## config.mk

```make
export PLATFORM = sky130hd
export DESIGN_NAME = bba_find_low
export DESIGN_NICKNAME = d
export VERILOG_FILES = /design/src/rtl/core/buddy_block_allocator_defines.svh /design/src/rtl/core/bba_pkg.sv /design/src/rtl/core/bba_find_low.sv
export SDC_FILE = /design/constraint.sdc
export NUM_CORES = 1
export LEC_CHECK = 0
export BUFFER_PORTS_ARGS = -buffer_cell sky130_fd_sc_hd__buf_2
export CORE_AREA = 2 2 39 41
export DETAILED_ROUTE_END_ITERATION = 10
export DIE_AREA = 0 0 41 43
export GPL_TIMING_DRIVEN = 0
export PLACE_DENSITY = 0.76
export SLEW_MARGIN = 20
export SYNTH_ARGS = -nofsm -noshare
export SYNTH_HDL_FRONTEND = slang
export SYNTH_SLANG_ARGS = --single-unit
```

## constraint.sdc

```tcl
create_clock -name vclk -period 1.6
set_clock_uncertainty 0.05 [all_clocks]
set_input_delay 0.16 -clock vclk [all_inputs]
set_output_delay 0.16 -clock vclk [all_outputs]
set_load 0.05 [all_outputs]
```

## src/rtl/core/buddy_block_allocator_defines.svh

```systemverilog
// Assertion macros shared by the buddy allocator RTL.
`ifndef BUDDY_BLOCK_ALLOCATOR_DEFINES_SVH
`define BUDDY_BLOCK_ALLOCATOR_DEFINES_SVH

// Same-cycle implication, checked only out of reset.
`define BBA_ASSERT_NOW(label, ante, cons, msg) \
    label: assert property (@(posedge aclk) disable iff (!aresetn) (ante) |-> (cons)) \
        else $error(msg);

// Next-cycle implication, checked only out of reset.
`define BBA_ASSERT_NEXT(label, ante, cons, msg) \
    label: assert property (@(posedge aclk) disable iff (!aresetn) (ante) |=> (cons)) \
        else $error(msg);

`endif

```

## src/rtl/core/bba_pkg.sv

```systemverilog
// Package with constants, types and helper functions of the buddy allocator.
`timescale 1ns / 1ps
package bba_pkg;

    localparam int TOP_BLOCKS   = 16;
    localparam int MAX_CLASS    = 7;
    localparam int MIN_SHIFT    = 5;
    localparam int HEADER_BYTES = 8;

    localparam int WORD_BITS   = 32;
    localparam int MIN_BLOCKS  = TOP_BLOCKS << MAX_CLASS;
    localparam int MAP_BITS    = TOP_BLOCKS * ((2 << MAX_CLASS) - 1);
    localparam int MAP_WORDS   = (MAP_BITS + WORD_BITS - 1) / WORD_BITS;
    localparam int TOP_MASK    = (1 << TOP_BLOCKS) - 1;

    typedef logic [1:0] status_t;
    localparam status_t ST_OK       = 2'd0;
    localparam status_t ST_NO_MEM   = 2'd1;
    localparam status_t ST_TOO_BIG  = 2'd2;
    localparam status_t ST_BAD_FREE = 2'd3;

    localparam logic OP_ALLOC = 1'b0;
    localparam logic OP_FREE  = 1'b1;

    typedef enum logic [3:0] {
        S_CLEAR,
        S_IDLE,
        S_A_RD,
        S_A_CHK,
        S_A_SPL_RD,
        S_A_SPL_WR,
        S_A_TAG,
        S_F_TAG_RD,
        S_F_TAG_CHK,
        S_F_MRG_RD,
        S_F_MRG_CHK,
        S_F_SET_RD,
        S_F_SET_WR,
        S_DONE
    } state_t;

    typedef struct packed {
        logic       found;
        logic [4:0] idx;
    } low_bit_t;

    // Number of bitmap words that hold one class level.
    function automatic logic [6:0] level_words(input logic [2:0] lvl);
        int n;
        n = (TOP_BLOCKS << (MAX_CLASS - int'(lvl))) / WORD_BITS;
        if (n < 1) begin
            n = 1;
        end
        return 7'(n);
    endfunction

    // First bitmap word of a class level; every level starts on a word.
    function automatic logic [6:0] level_base(input logic [2:0] lvl);
        int b;
        b = 0;
        for (int k = 0; k < MAX_CLASS; k++) begin
            if (k < int'(lvl)) begin
                b = b + int'(level_words(3'(k)));
            end
        end
        return 7'(b);
    endfunction

    // Smallest class whose block holds the request plus its header.
    function automatic logic [3:0] size_class(input logic [16:0] need);
        logic [3:0] c;
        c = 4'(MAX_CLASS + 1);
        for (int k = MAX_CLASS; k >= 0; k--) begin
            if ((17'd1 << (MIN_SHIFT + k)) >= need) begin
                c = 4'(k);
            end
        end
        return c;
    endfunction

endpackage

```

## src/rtl/core/bba_find_low.sv

```systemverilog
// Priority encoder that finds the lowest set bit of one bitmap word.
`timescale 1ns / 1ps
module bba_find_low
    import bba_pkg::*;
(
    input  logic [WORD_BITS-1:0] word_i,
    output low_bit_t             low_o
);

    always_comb begin
        low_o.found = 1'b0;
        low_o.idx   = '0;
        for (int i = WORD_BITS - 1; i >= 0; i--) begin
            if (word_i[i]) begin
                low_o.found = 1'b1;
                low_o.idx   = 5'(i);
            end
        end
    end

endmodule

```

-- After elaboration in Yosys (flattened, before gate mapping)
Index checks and enable logic that the tools add are counted.
- add/sub/neg operators: 0
- multipliers: 0
- divide/modulo/power cells: 0
- magnitude comparators: 0
- equality and inequality tests: 0
- shift-type cells: 0
- mux-type cells: 32
- bitwise gates (word level): 0
- reduce and logical (&&, ||, !) cells: 0
- operators with widths (cell ; number):
    $mux 6 ; 32
- flip-flop bits (word level): 0
- latch bits: 0
- RAM bits: 0
- memory bits (read-only): 0
- input port bits: 32
- output and inout port bits: 6
- logic and storage cells: 32
- memories: 0

-- Longest topological paths before layout
- word-level depth: 32
- gate-level depth with buffers: 5

-- Worst setup path before layout
Ideal clock, no wire load.
- path type: input to output
- start point: input word_i[30]
- end point: output low_o[0] in the netlist's numbering
- arrival: 1963 ps
- data required time: 1390 ps
- path slack: -573 ps
- stages: 5
- cells stage by stage: nor3b_1 nor3_1 o31ai_1 o2111ai_1 a221oi_1
- RTL lines (element ; line ; RTL):
    start: declaration ; bba_find_low.sv:6 ; input logic [WORD_BITS-1:0] word_i,
    end: declaration ; bba_find_low.sv:7 ; output low_bit_t low_o

==> flow_summary_export.csv <==
group,metric,value,unit
status,status,"finished, violations left",
status,violations,"negative setup slack",
timing,fmax,0.6105,GHz
global_route,overflow,0,
worst_setup_path,path_cells,"buf_2 > nor2_1 > o31ai_2 > or4_4 > nor3_2 > a21o_1 > buf_6",
min_path,hold_start,"word_i[0]",
logic_synthesis,ys_warn_count,0,
clock_network,ctsHoldBuffers,0,
pwr,ir_worst_vdd,0.09434,mV
global_route,first_global_vias,545,
pwr,power_leakage,0.3086,nW
worst_setup_path,startpoint_type,"input port",
routing,wl_per_cell,11.66,µm
timing,post-route-min-period,1638,ps
routing,viasPerCell,5.555,
worst_setup_path,path_max_fanout,3,
logic_synthesis,yosysUniqueCellTypes,23,
pwr,powerDensity,208.8,nW/µm²
timing,rsz0062_at_grt,"yes",
worst_setup_path,cp.required,1390,ps
place,place_hpwl,1112,µm
place,gp_congestion,0.7414,
logic_synthesis,yosysTopAreaCell,"nor4_1",
routing,routed_wl,1387,µm
routing,num_vias,661,
timing,tightest_slew,426.9,ps
floorplanning,dieArea,1763,µm²
worst_setup_path,cp_top_family,"simple AND/OR/NAND/NOR gates",
min_path,hp-class,"in2out",
timing,fin_crit_sh,102.4,%
routing,drt_iter0_markers,13,
floorplanning,rows,14,
cells_and_area,design.seq.count,0,
cells_and_area,drive_above_1_share,54.37,%
logic_synthesis,synth_area_per_cell,5.659,µm²
logic_synthesis,ys_seq_area_share,0,%
routing,firstDrtPassIters,4,
floorplanning,die_h,43,µm
logic_synthesis,yosysTopAreaCellShare,11.90,%
place,dpl_cell_area,611.8,µm²
worst_setup_path,worst-endpoint-arrival,1430,ps
global_route,grt_pass1_wl,1952,µm
place,io_buffer_count,38,
timing,hold_violations,0,
cells_and_area,seq_area,0,µm²
timing,slew_headroom,71.47,%
timing,slew_viol_final,0,
worst_setup_path,cpMaxStageDelayCell,"or4_4",
flow_run,maxCapViolCount,0,
global_route,track_usage,14.50,%
floorplanning,dieWidth,41,µm
cells_and_area,final_cell_area,718.2,µm²
cells_and_area,syn_to_final_growth,95.24,%
cells_and_area,antennaDiodeCount,0,
floorplanning,coreArea,1384,µm²
cells_and_area,final_cell_count_no_fill,119,
cells_and_area,final_cell_mix,"buf_2, nor2_1, buf_6",
global_route,grt_max_degree,6,
floorplanning,initial_core_util,26.58,%
cells_and_area,clockBufferCount,0,
timing,setup_viol,1,
worst_setup_path,slowest_delay,530,ps
logic_synthesis,syn_area,367.9,µm²
logic_synthesis,synth_area_leaders,"nor4_1, nor2_1, a21oi_1",
global_route,antenna_found_initial,0,
min_path,whs_path_depth,3,
cells_and_area,final_nets,137,
place,dp.cells,119,
cells_and_area,n_fill_cell,153,
worst_setup_path,worstSetupEndpointType,"primary output",
worst_setup_path,criticalPathCategory,"in2out",
logic_synthesis,postSynthCellCount,65,
logic_synthesis,syn-num-nets,97,
routing,drc,0,
timing,setup_slack,-37.95,ps
routing,ant_nets,0,
clock_network,postCtsSetupBuffers,0,
min_path,worstHoldEndpoint,"low_o[0]",
cells_and_area,final_common_cell,"buf_2",
floorplanning,io_pins,38,
worst_setup_path,crit_buf_inv,2,
==> cells in the mapped netlist <==
cell	count
nand3_1	1
a211oi_1	1
or4_1	3
a21o_1	1
nor3_1	7
nor4_1	7
o21a_1	1
a221oi_1	1
a21oi_1	7
o2111ai_1	1
a21boi_1	1
inv_1	6
nor3b_1	2
nor2b_1	1
o21ai_1	1
nand2_1	3
nand4_1	1
nor2_1	10
o21ai_0	2
o31ai_1	4
and2_1	1
or4_4	1
a2111oi_0	2
==> kinds of logic after synthesis <==
kind of cell           share of synthesized area, %
buffers and inverters                         6.122
AO/OA/AOI/OAI                                 39.46
AND/OR/NAND/NOR                               54.42
==> where the power goes <==
part / total (W) / switching [W] / internal (W)
clock network: 0 / 0 / 0
registers: 0 / 0 / 0
logic: 0.000150 / 0.0000830 / 0.0000669
total: 0.000150 / 0.0000830 / 0.0000669
==> metrics by stage <==
stage,setup slack (ps),util [%],setup TNS [ps],hold slack [ps],power (W)
floorplan,-132.2,-,-238.0,358.2,0.00005317
global placement,-94.04,44.21,-331.0,619.7,0.0001235
detailed placement,-102.3,44.21,-413.0,613.7,0.0001259
CTS,-10.63,47.29,-10.63,561.4,0.0001364
global route,-97.00,51.90,-245.5,580.5,0.0001615
finish,-37.95,51.90,-37.95,575.4,0.0001499
==> repair_timing <==
item                                    in CTS  in global routing
pin swaps                                    2                  5
endpoints found under the setup margin       6                  6
resized for setup                           12                 16
==> how the worst max path moves through the flow <==
stage / cells after the start / startpoint / endpoint / slack [ps]
after floorplan: 5 / word_i[30] / low_o[0] / -130
after CTS: 7 / word_i[0] / low_o[1] / -10
final: 7 / word_i[5] / low_o[1] / -40
after global routing: 7 / word_i[0] / low_o[1] / -100
after detailed placement: 6 / word_i[19] / low_o[2] / -100
after global placement: 6 / word_i[19] / low_o[2] / -90
==> routing by layer <==
layer / part of all wire, % / global-route usage, % / up-vias / wire length [µm]
met1: 39 / 18.41 / 300 / 547
met5: 0 / 0 / - / 0
met4: 0 / 0 / 0 / 0
met3: 6.5 / 0 / 0 / 90
li1: - / - / 338 / -
met2: 54 / 27.19 / 23 / 750
==> layout make-up <==
cell class                 instances  area, µm²  area share [%]
timing repair buffer              38      244.0           33.97
inverter                           6      22.52           3.136
multi-input combinational         59      431.7           60.10
tap                               16      20.02           2.787
(Power assumes the default switching activity.)
